[config.mk]
export PLATFORM = sky130hd
export DESIGN_NAME = integer_to_ascii_formatter
export DESIGN_NICKNAME = d
export VERILOG_FILES = /design/src/rtl/itaf_pkg.sv /design/src/rtl/itaf_front.sv /design/src/rtl/itaf_queue.sv /design/src/rtl/itaf_back.sv /design/src/rtl/integer_to_ascii_formatter.sv
export SDC_FILE = /design/constraint.sdc
export NUM_CORES = 1
export LEC_CHECK = 0
export ABC_AREA = 1
export BUFFER_PORTS_ARGS = -buffer_cell sky130_fd_sc_hd__clkbuf_2
export CORE_UTILIZATION = 55
export DETAILED_ROUTE_END_ITERATION = 6
export PLACE_DENSITY = 0.73
export SYNTH_ARGS = -nofsm -noshare
export SYNTH_HDL_FRONTEND = slang
export SYNTH_SLANG_ARGS = --single-unit
export TNS_END_PERCENT = 1
[constraint.sdc]
create_clock -name clk -period 7.7 [get_ports clk]
set_clock_uncertainty 0.05 [all_clocks]
set_input_delay 1.54 -clock clk [delete_from_list [all_inputs] [get_ports clk]]
set_output_delay 1.54 -clock clk [all_outputs]
set_load 0.005 [all_outputs]
[src/rtl/itaf_pkg.sv]
`default_nettype none
// ---------------------------------------------------------------------------
// itaf_pkg
// shared types, codes and helpers of the integer-to-ascii formatter
// ---------------------------------------------------------------------------
package itaf_pkg;

  // request format codes
  typedef enum logic [1:0] {
    REQ_SDEC32 = 2'd0,
    REQ_UDEC32 = 2'd1,
    REQ_HEX32  = 2'd2,
    REQ_HEX64  = 2'd3
  } req_type_t;

  localparam int VALUE_W      = 64;
  localparam int WORD_W       = 32;
  localparam int CHAR_W       = 8;
  localparam int COUNT_W      = 32;
  localparam int NIBBLES      = VALUE_W / 4;
  localparam int BCD_DIGITS   = 10;
  localparam int QUEUE_DEPTH  = 2;

  localparam logic [CHAR_W-1:0] CHAR_ZERO  = 8'h30;
  localparam logic [CHAR_W-1:0] CHAR_MINUS = 8'h2d;
  localparam logic [CHAR_W-1:0] CHAR_UA    = 8'h41;
  localparam logic [CHAR_W-1:0] CHAR_LA    = 8'h61;

  // classified word handed from front to back
  typedef struct packed {
    logic               dec;
    logic               upper;
    logic               neg;
    logic [VALUE_W-1:0] mag;
  } cls_t;

  typedef enum logic [1:0] {
    BK_IDLE,
    BK_CONV,
    BK_FIND,
    BK_EMIT
  } bk_state_t;

  function automatic logic [CHAR_W-1:0] digit_char(input logic [3:0] nib,
                                                   input logic upper);
    logic [CHAR_W-1:0] base;
    base = upper ? CHAR_UA : CHAR_LA;
    if (nib < 4'd10) begin
      digit_char = CHAR_ZERO + {4'd0, nib};
    end else begin
      digit_char = base + {4'd0, nib} - 8'd10;
    end
  endfunction

endpackage
`default_nettype wire

[src/rtl/itaf_front.sv]
`default_nettype none
// ---------------------------------------------------------------------------
// itaf_front
// accepts request words, picks sign and magnitude, holds one classified word
// ---------------------------------------------------------------------------
module itaf_front import itaf_pkg::*; (
  input  wire logic               clk,
  input  wire logic               rst_n,
  input  wire logic               in_valid,
  output logic                    in_stall,
  input  wire logic [1:0]         in_req_type,
  input  wire logic               in_upper_case,
  input  wire logic [VALUE_W-1:0] in_value,
  output logic                    push_valid,
  output cls_t                    push_data,
  input  wire logic               push_full
);

  logic f_valid_r, f_valid_nxt;
  cls_t f_data_r, f_data_nxt;
  logic accept, push;
  logic [WORD_W-1:0] low, neg_low;

  assign in_stall   = f_valid_r && push_full;
  assign accept     = in_valid && !in_stall;
  assign push       = f_valid_r && !push_full;
  assign push_valid = f_valid_r;
  assign push_data  = f_data_r;

  assign low     = in_value[WORD_W-1:0];
  assign neg_low = ~low + 1'b1;

  always_comb begin
    f_data_nxt       = f_data_r;
    f_data_nxt.upper = in_upper_case;
    f_data_nxt.neg   = 1'b0;
    f_data_nxt.dec   = 1'b0;
    f_data_nxt.mag   = {{(VALUE_W-WORD_W){1'b0}}, low};
    unique case (req_type_t'(in_req_type))
      REQ_SDEC32: begin
        f_data_nxt.dec = 1'b1;
        f_data_nxt.neg = low[WORD_W-1];
        if (low[WORD_W-1]) begin
          f_data_nxt.mag = {{(VALUE_W-WORD_W){1'b0}}, neg_low};
        end
      end
      REQ_UDEC32: begin
        f_data_nxt.dec = 1'b1;
      end
      REQ_HEX32: begin
      end
      REQ_HEX64: begin
        f_data_nxt.mag = in_value;
      end
      default: begin
      end
    endcase
    if (accept) begin
      f_valid_nxt = 1'b1;
    end else if (push) begin
      f_valid_nxt = 1'b0;
    end else begin
      f_valid_nxt = f_valid_r;
    end
  end

  always_ff @(posedge clk) begin
    if (!rst_n) begin
      f_valid_r <= 1'b0;
    end else begin
      f_valid_r <= f_valid_nxt;
    end
  end

  always_ff @(posedge clk) begin
    if (accept) begin
      f_data_r <= f_data_nxt;
    end
  end

endmodule
`default_nettype wire

[src/rtl/itaf_queue.sv]
`default_nettype none
// ---------------------------------------------------------------------------
// itaf_queue
// short first-in first-out queue of classified words
// ---------------------------------------------------------------------------
module itaf_queue import itaf_pkg::*; #(
  parameter int DEPTH = QUEUE_DEPTH
) (
  input  wire logic clk,
  input  wire logic rst_n,
  input  wire logic push_valid,
  input  wire cls_t push_data,
  output logic      push_full,
  output logic      pop_valid,
  output cls_t      pop_data,
  input  wire logic pop
);

  localparam int PTR_W = (DEPTH > 1) ? $clog2(DEPTH) : 1;
  localparam int CNT_W = $clog2(DEPTH + 1);
  localparam logic [PTR_W-1:0] LAST_PTR = PTR_W'(DEPTH - 1);
  localparam logic [CNT_W-1:0] FULL_CNT = CNT_W'(DEPTH);

  cls_t mem_r [DEPTH];
  logic [PTR_W-1:0] wr_ptr_r, wr_ptr_nxt, rd_ptr_r, rd_ptr_nxt;
  logic [CNT_W-1:0] cnt_r, cnt_nxt;
  logic do_push, do_pop;

  assign push_full = (cnt_r == FULL_CNT);
  assign pop_valid = (cnt_r != '0);
  assign pop_data  = mem_r[rd_ptr_r];
  assign do_push   = push_valid && !push_full;
  assign do_pop    = pop && pop_valid;

  always_comb begin
    wr_ptr_nxt = wr_ptr_r;
    rd_ptr_nxt = rd_ptr_r;
    cnt_nxt    = cnt_r;
    if (do_push) begin
      wr_ptr_nxt = (wr_ptr_r == LAST_PTR) ? '0 : wr_ptr_r + 1'b1;
    end
    if (do_pop) begin
      rd_ptr_nxt = (rd_ptr_r == LAST_PTR) ? '0 : rd_ptr_r + 1'b1;
    end
    if (do_push && !do_pop) begin
      cnt_nxt = cnt_r + 1'b1;
    end else if (do_pop && !do_push) begin
      cnt_nxt = cnt_r - 1'b1;
    end
  end

  always_ff @(posedge clk) begin
    if (!rst_n) begin
      wr_ptr_r <= '0;
      rd_ptr_r <= '0;
      cnt_r    <= '0;
    end else begin
      wr_ptr_r <= wr_ptr_nxt;
      rd_ptr_r <= rd_ptr_nxt;
      cnt_r    <= cnt_nxt;
    end
  end

  always_ff @(posedge clk) begin
    if (do_push) begin
      mem_r[wr_ptr_r] <= push_data;
    end
  end

endmodule
`default_nettype wire

[src/rtl/itaf_back.sv]
`default_nettype none
// ---------------------------------------------------------------------------
// itaf_back
// decimal conversion, leading-zero search and character output
// ---------------------------------------------------------------------------
module itaf_back import itaf_pkg::*; (
  input  wire logic                clk,
  input  wire logic                rst_n,
  input  wire logic                pop_valid,
  input  wire cls_t                pop_data,
  output logic                     pop,
  output logic                     out_valid,
  input  wire logic                out_stall,
  output logic [CHAR_W-1:0]        out_char,
  output logic                     out_last,
  output logic [COUNT_W-1:0]       out_total_count
);

  localparam int BCD_W    = 4 * BCD_DIGITS;
  localparam int STEPS    = WORD_W / 2;
  localparam int STEP_W   = $clog2(STEPS);
  localparam int POS_W    = $clog2(NIBBLES);
  localparam logic [STEP_W-1:0] LAST_STEP = STEP_W'(STEPS - 1);

  // one shift-and-add-3 step of the binary to bcd conversion
  function automatic logic [BCD_W-1:0] dd_step(input logic [BCD_W-1:0] bcd,
                                               input logic bin_bit);
    logic [BCD_W-1:0] adj;
    adj = bcd;
    for (int d = 0; d < BCD_DIGITS; d++) begin
      if (bcd[4*d +: 4] >= 4'd5) begin
        adj[4*d +: 4] = bcd[4*d +: 4] + 4'd3;
      end
    end
    dd_step = {adj[BCD_W-2:0], bin_bit};
  endfunction

  bk_state_t         state_r, state_nxt;
  logic [WORD_W-1:0] bin_r, bin_nxt;
  logic [BCD_W-1:0]  bcd_r, bcd_nxt, bcd_one, bcd_two;
  logic [STEP_W-1:0] step_r, step_nxt;
  logic [VALUE_W-1:0] dig_r, dig_nxt;
  logic [POS_W-1:0]  pos_r, pos_nxt, lead_pos;
  logic              upper_r, upper_nxt;
  logic              sign_r, sign_nxt;
  logic              out_valid_r, out_valid_nxt;
  logic [CHAR_W-1:0] out_char_r, out_char_nxt;
  logic              out_last_r, out_last_nxt;
  logic [COUNT_W-1:0] total_r, total_nxt;
  logic              out_free;

  assign out_valid       = out_valid_r;
  assign out_char        = out_char_r;
  assign out_last        = out_last_r;
  assign out_total_count = total_r;
  assign out_free        = !out_valid_r || !out_stall;

  assign bcd_one = dd_step(bcd_r, bin_r[WORD_W-1]);
  assign bcd_two = dd_step(bcd_one, bin_r[WORD_W-2]);

  // highest nonzero digit, zero when the value is zero
  always_comb begin
    lead_pos = '0;
    for (int i = 0; i < NIBBLES; i++) begin
      if (dig_r[4*i +: 4] != 4'd0) begin
        lead_pos = POS_W'(i);
      end
    end
  end

  always_comb begin
    state_nxt     = state_r;
    bin_nxt       = bin_r;
    bcd_nxt       = bcd_r;
    step_nxt      = step_r;
    dig_nxt       = dig_r;
    pos_nxt       = pos_r;
    upper_nxt     = upper_r;
    sign_nxt      = sign_r;
    out_valid_nxt = out_valid_r && out_stall;
    out_char_nxt  = out_char_r;
    out_last_nxt  = out_last_r;
    total_nxt     = total_r;
    pop           = 1'b0;
    unique case (state_r)
      BK_IDLE: begin
        if (pop_valid) begin
          pop       = 1'b1;
          upper_nxt = pop_data.upper;
          sign_nxt  = pop_data.neg;
          if (pop_data.dec) begin
            bin_nxt   = pop_data.mag[WORD_W-1:0];
            bcd_nxt   = '0;
            step_nxt  = '0;
            state_nxt = BK_CONV;
          end else begin
            dig_nxt   = pop_data.mag;
            state_nxt = BK_FIND;
          end
        end
      end
      BK_CONV: begin
        bcd_nxt  = bcd_two;
        bin_nxt  = {bin_r[WORD_W-3:0], 2'b00};
        step_nxt = step_r + 1'b1;
        if (step_r == LAST_STEP) begin
          dig_nxt   = {{(VALUE_W-BCD_W){1'b0}}, bcd_two};
          state_nxt = BK_FIND;
        end
      end
      BK_FIND: begin
        pos_nxt   = lead_pos;
        state_nxt = BK_EMIT;
      end
      BK_EMIT: begin
        if (out_free) begin
          out_valid_nxt = 1'b1;
          total_nxt     = total_r + 1'b1;
          if (sign_r) begin
            out_char_nxt = CHAR_MINUS;
            out_last_nxt = 1'b0;
            sign_nxt     = 1'b0;
          end else begin
            out_char_nxt = digit_char(dig_r[4*pos_r +: 4], upper_r);
            out_last_nxt = (pos_r == '0);
            if (pos_r == '0) begin
              state_nxt = BK_IDLE;
            end else begin
              pos_nxt = pos_r - 1'b1;
            end
          end
        end
      end
      default: begin
        state_nxt = BK_IDLE;
      end
    endcase
  end

  always_ff @(posedge clk) begin
    if (!rst_n) begin
      state_r     <= BK_IDLE;
      out_valid_r <= 1'b0;
      total_r     <= '0;
      sign_r      <= 1'b0;
    end else begin
      state_r     <= state_nxt;
      out_valid_r <= out_valid_nxt;
      total_r     <= total_nxt;
      sign_r      <= sign_nxt;
    end
  end

  always_ff @(posedge clk) begin
    bin_r      <= bin_nxt;
    bcd_r      <= bcd_nxt;
    step_r     <= step_nxt;
    dig_r      <= dig_nxt;
    pos_r      <= pos_nxt;
    upper_r    <= upper_nxt;
    out_char_r <= out_char_nxt;
    out_last_r <= out_last_nxt;
  end

endmodule
`default_nettype wire

[src/rtl/integer_to_ascii_formatter.sv]
`default_nettype none
// ---------------------------------------------------------------------------
// integer_to_ascii_formatter
// prints one number per request as ascii text, one character per word
// ---------------------------------------------------------------------------
// Each request word carries a number and a format (signed or unsigned 32-bit
// decimal, 32-bit or 64-bit hex, lower or upper case letters). The text leaves
// most significant digit first, without leading zeros, with a leading '-' for
// negative signed values; zero prints as a single '0'. out_last marks the
// final character of a number, and out_total_count gives the running number of
// characters sent so far including this one, wrapping at 32 bits. A hex
// request goes straight to the leading-zero search; a decimal request first
// passes the binary to bcd unit, which shifts in two bits per cycle. A
// two-entry queue sits between the request side and the converter, so up to
// three requests can be taken ahead of the one being printed.
// ---------------------------------------------------------------------------
module integer_to_ascii_formatter import itaf_pkg::*; #(
  parameter int QUEUE_DEPTH_P = QUEUE_DEPTH
) (
  input  wire logic                clk,
  input  wire logic                rst_n,
  // request channel
  input  wire logic                in_valid,
  output logic                     in_stall,
  input  wire logic [1:0]          in_req_type,
  input  wire logic                in_upper_case,
  input  wire logic [VALUE_W-1:0]  in_value,
  // character channel
  output logic                     out_valid,
  input  wire logic                out_stall,
  output logic [CHAR_W-1:0]        out_char,
  output logic                     out_last,
  output logic [COUNT_W-1:0]       out_total_count
);

  // classified words between front and queue, queue and back
  logic push_valid, push_full;
  cls_t push_data;
  logic pop_valid, pop;
  cls_t pop_data;

  // front: request register, sign and magnitude split
  itaf_front u_front (
    .clk           (clk),
    .rst_n         (rst_n),
    .in_valid      (in_valid),
    .in_stall      (in_stall),
    .in_req_type   (in_req_type),
    .in_upper_case (in_upper_case),
    .in_value      (in_value),
    .push_valid    (push_valid),
    .push_data     (push_data),
    .push_full     (push_full)
  );

  // decoupling queue
  itaf_queue #(
    .DEPTH (QUEUE_DEPTH_P)
  ) u_queue (
    .clk        (clk),
    .rst_n      (rst_n),
    .push_valid (push_valid),
    .push_data  (push_data),
    .push_full  (push_full),
    .pop_valid  (pop_valid),
    .pop_data   (pop_data),
    .pop        (pop)
  );

  // back: conversion and character output with the running count
  itaf_back u_back (
    .clk             (clk),
    .rst_n           (rst_n),
    .pop_valid       (pop_valid),
    .pop_data        (pop_data),
    .pop             (pop),
    .out_valid       (out_valid),
    .out_stall       (out_stall),
    .out_char        (out_char),
    .out_last        (out_last),
    .out_total_count (out_total_count)
  );

endmodule
`default_nettype wire

==> flow_summary.toml <==
[sta]
timing.fmax_mhz = 272
holdWs_ns = 0.395
max_slew_margin = 0.249
fin_tns_setup_ns = 0
timing.final.max_slew_violations = 0
worstMarginPinSlew_ns = 1.13
grt_setup_unrepaired = "false"
finalCritPeriodShare = 0.478
min_period_ns = 3.68
finalSetupViolCount = 0
finalHoldViolCount = 0

[cells_and_area]
final_layout_size_suffix_gt1_frac = 0.118
finalInstanceArea_um2 = 21300
final_common_cell = "edfxtp_1"
final_nets = 2133
area_growth_pct = 11.7
final_cell_mix = "354 x edfxtp_1, 302 x nor2_1, 266 x nand2_1, 234 x inv_1, 210 x o21ai_0"
num-fill-cells = 2653
antennaDiodeCount = 0

[yosys]
synthMuxAreaShare = 0
synth-xor-area-share = 0.0193
synthCells = 1910
synthesis.nets = 2034
synth_adder_area_share = 0.0348
ys.warnings.count = 0
syn-cell-area_um2 = 19000
synth_cell_type_count = 57
synth-compound-area-share = 0.107
syn_area_per_cell_um2 = 9.97
yosysSeqAreaShare = 0.603
ys_ff_latch = 396
yosys.area_share.simple = 0.173
synth_top_family_by_area = "simple AND/OR/NAND/NOR gates"

[min_path]
min-delay-start = "u_front.push_data[41]"
min_path_type = "reg2reg"
hold_end = "u_queue.mem_r[1][41]"
holdPathStages = 0

[clock_network]
clk_pin_slew_ns = 0.06
cts_resized = 0
cts_buffers = 42
insertion_delay_ns = 0.55
root_buffer = "clkbuf_16"
cts_tree = "built"
hold_buffers = 0
max-clock-path-buffers = 3
htreeDepth = 2
cts_setup_buffers = 0
cts.sinks = 396

[drt]
post-route-drc-count = 0
totalWireLength_mm = 39.4
ant_nets = 0
initialDrtViolationCount = 1051
vias_per_cell = 5.46
num_vias = 13574
wl_per_cell_um = 15.9
first_pass_iters = 7

[worst_setup_path]
cpPeakStageDelay_ns = 0.73
start_kind = "input port"
end_kind = "flip-flop"
rr_worst_depth = 10
arrival_ns = 4.01
timing.rr.start = "u_back.pos_r[0]"
cp_cell_sequence = "clkbuf_2 -> inv_1 -> ha_1 -> nor2_2 -> inv_1 -> a21oi_1 -> o21ai_0 -> o21ai_0"
startpoint = "in_req_type[0]"
crit_type = "in2reg"
cp.required_ns = 8.03
worst_path_max_delay_cell = "nor2_2"
r2r_end = "u_back.out_char[6]"
cp_max_fo = 34
rrSetupSlack_ns = 4.55

[power_and_ir_drop]
irDropWorstVdd_mv = 0.307
leakage_nw = 8.57
power_density_nw_per_um2 = 392

[global_routing]
grt_pass1_vias = 13182
grt_usage = 0.225
grt_busiest_layer = "met2"
grt_max_degree = 77
antenna_found_initial = 0
met2_usage = 0.381
grt_use_met1 = 0.306
gr-usage-met3 = 0.0301
gr-total-overflow = 0
grt_pass1_wl_mm = 64.5

[place]
port_buffers = 112
place_congestion = 0.890
dp_hpwl_mm = 26.6
placed_area_um2 = 20000

[floorplan]
start_util = 0.563
dieArea_um2 = 35400
core_um2 = 33800
die_x_um = 188
row_count = 67
io_pins = 114
die_y_um = 188

[outcome]
status = "finished clean"

[run]
drv_cap = 0
where the power goes:
| part | internal (mW) | switching [mW] |
|---|---|---|
| registers | 3.21 | 0.286 |
| clock network | 1.08 | 0.808 |
| logic | 0.875 | 2.07 |
sequential cells by signal, summed over array words and instances, names as in the netlist, 4 cells and up, named ones only:
| name | flops |
|---|---|
| u_back.bcd_r | 40 |
| u_back.dig_r | 64 |
| u_back.step_r | 4 |
| u_back.out_char | 7 |
| u_back.bin_r | 32 |
| u_back.out_total_count | 32 |
| u_front.push_data | 67 |
| u_back.pos_r | 4 |
| u_queue.mem_r | 134 |
per-layer routing:
| metal | share of wire | vias up |
|---|---|---|
| met1 | 0.45 | 6406 |
| met4 | 0.017 | 0 |
| li1 | - | 6694 |
| met3 | 0.059 | 63 |
| met2 | 0.48 | 411 |
| met5 | 0 | - |
kinds of logic (layout without fill, tap and decap cells):
logic type | count (synthesis) | count (layout)
AOI/OAI and AO/OA | 370 | 370
DFF | 396 | 396
adders and majority gates | 53 | 53
xor gates and xnor gates | 42 | 42
and+or+nand+nor | 740 | 740
other | 1 | 1
buffers and inverters | 308 | 436
critical path: cells and delay by family:
kind / cells / cell delay (ns)
AND/OR/NAND/NOR: 1 / 0.73
buffers and inverters: 3 / 0.61
adder cells (fa/ha/maj): 1 / 0.69
AO/OA/AOI/OAI: 3 / 0.43
layout make-up:
class                   instances  area [um2]  share of cell area
flip-flops and latches        396       11500               0.540
clock buffers                  51        1090              0.0515
multi-input cells            1206        6390               0.301
well taps                     448         561              0.0264
repair buffers                122         636              0.0299
clock inverters                22         191             0.00901
inverters                     241         910              0.0428
Yosys cell counts, drive strengths merged:
| master | instances | area, um2 |
|---|---|---|
| inv | 241 | 910 |
| a32oi | 1 | 8.76 |
| nand3b | 1 | 7.51 |
| nand4 | 16 | 113 |
| o21bai | 3 | 22.5 |
| dfxtp | 42 | 841 |
| nor3b | 3 | 27.5 |
| nor4 | 14 | 103 |
| clkbuf | 48 | 180 |
| and2 | 1 | 6.26 |
| a21boi | 1 | 7.51 |
| a22oi | 1 | 7.51 |
| buf | 19 | 106 |
| o211ai | 16 | 120 |
| o22ai | 15 | 100 |
| o32ai | 3 | 26.3 |
| a31oi | 4 | 25.0 |
| o21a | 5 | 37.5 |
| o31ai | 12 | 90.1 |
| a21oi | 69 | 349 |
| edfxtp | 354 | 10600 |
| and3 | 2 | 12.5 |
| a211oi | 6 | 50.1 |
| ha | 53 | 663 |
| nand2 | 276 | 1090 |
| xor2 | 41 | 359 |
| o21ai | 228 | 1150 |
| xnor2 | 1 | 8.76 |
| conb | 1 | 3.75 |
| or2 | 11 | 68.8 |
| nand3 | 51 | 285 |
| nor3 | 51 | 325 |
| o221ai | 6 | 52.6 |
| nor2 | 314 | 1250 |
per-stage QoR:
step                setup WS [ns]  total power, mW  std cells  utilization
global route                 3.74             8.93       2486        0.629
detailed placement           3.50             6.44       2413        0.591
floorplan                   0.613             5.68       1910            -
finish                       4.02             8.33       2486        0.629
CTS                          4.08             8.36       2486        0.629
global placement             3.62             6.26       2413        0.591
how the worst max path moves through the flow:
stage | endpoint | cells after the start
floorplan | u_back.bcd_r[0] | 6
global placement | u_front.push_data[6] | 6
detailed placement | u_front.push_data[6] | 6
CTS | u_front.push_data[1] | 8
global route | u_front.push_data[3] | 8
finish | u_front.push_data[3] | 8
No activity file was read; power rests on OpenSTA's default activity.
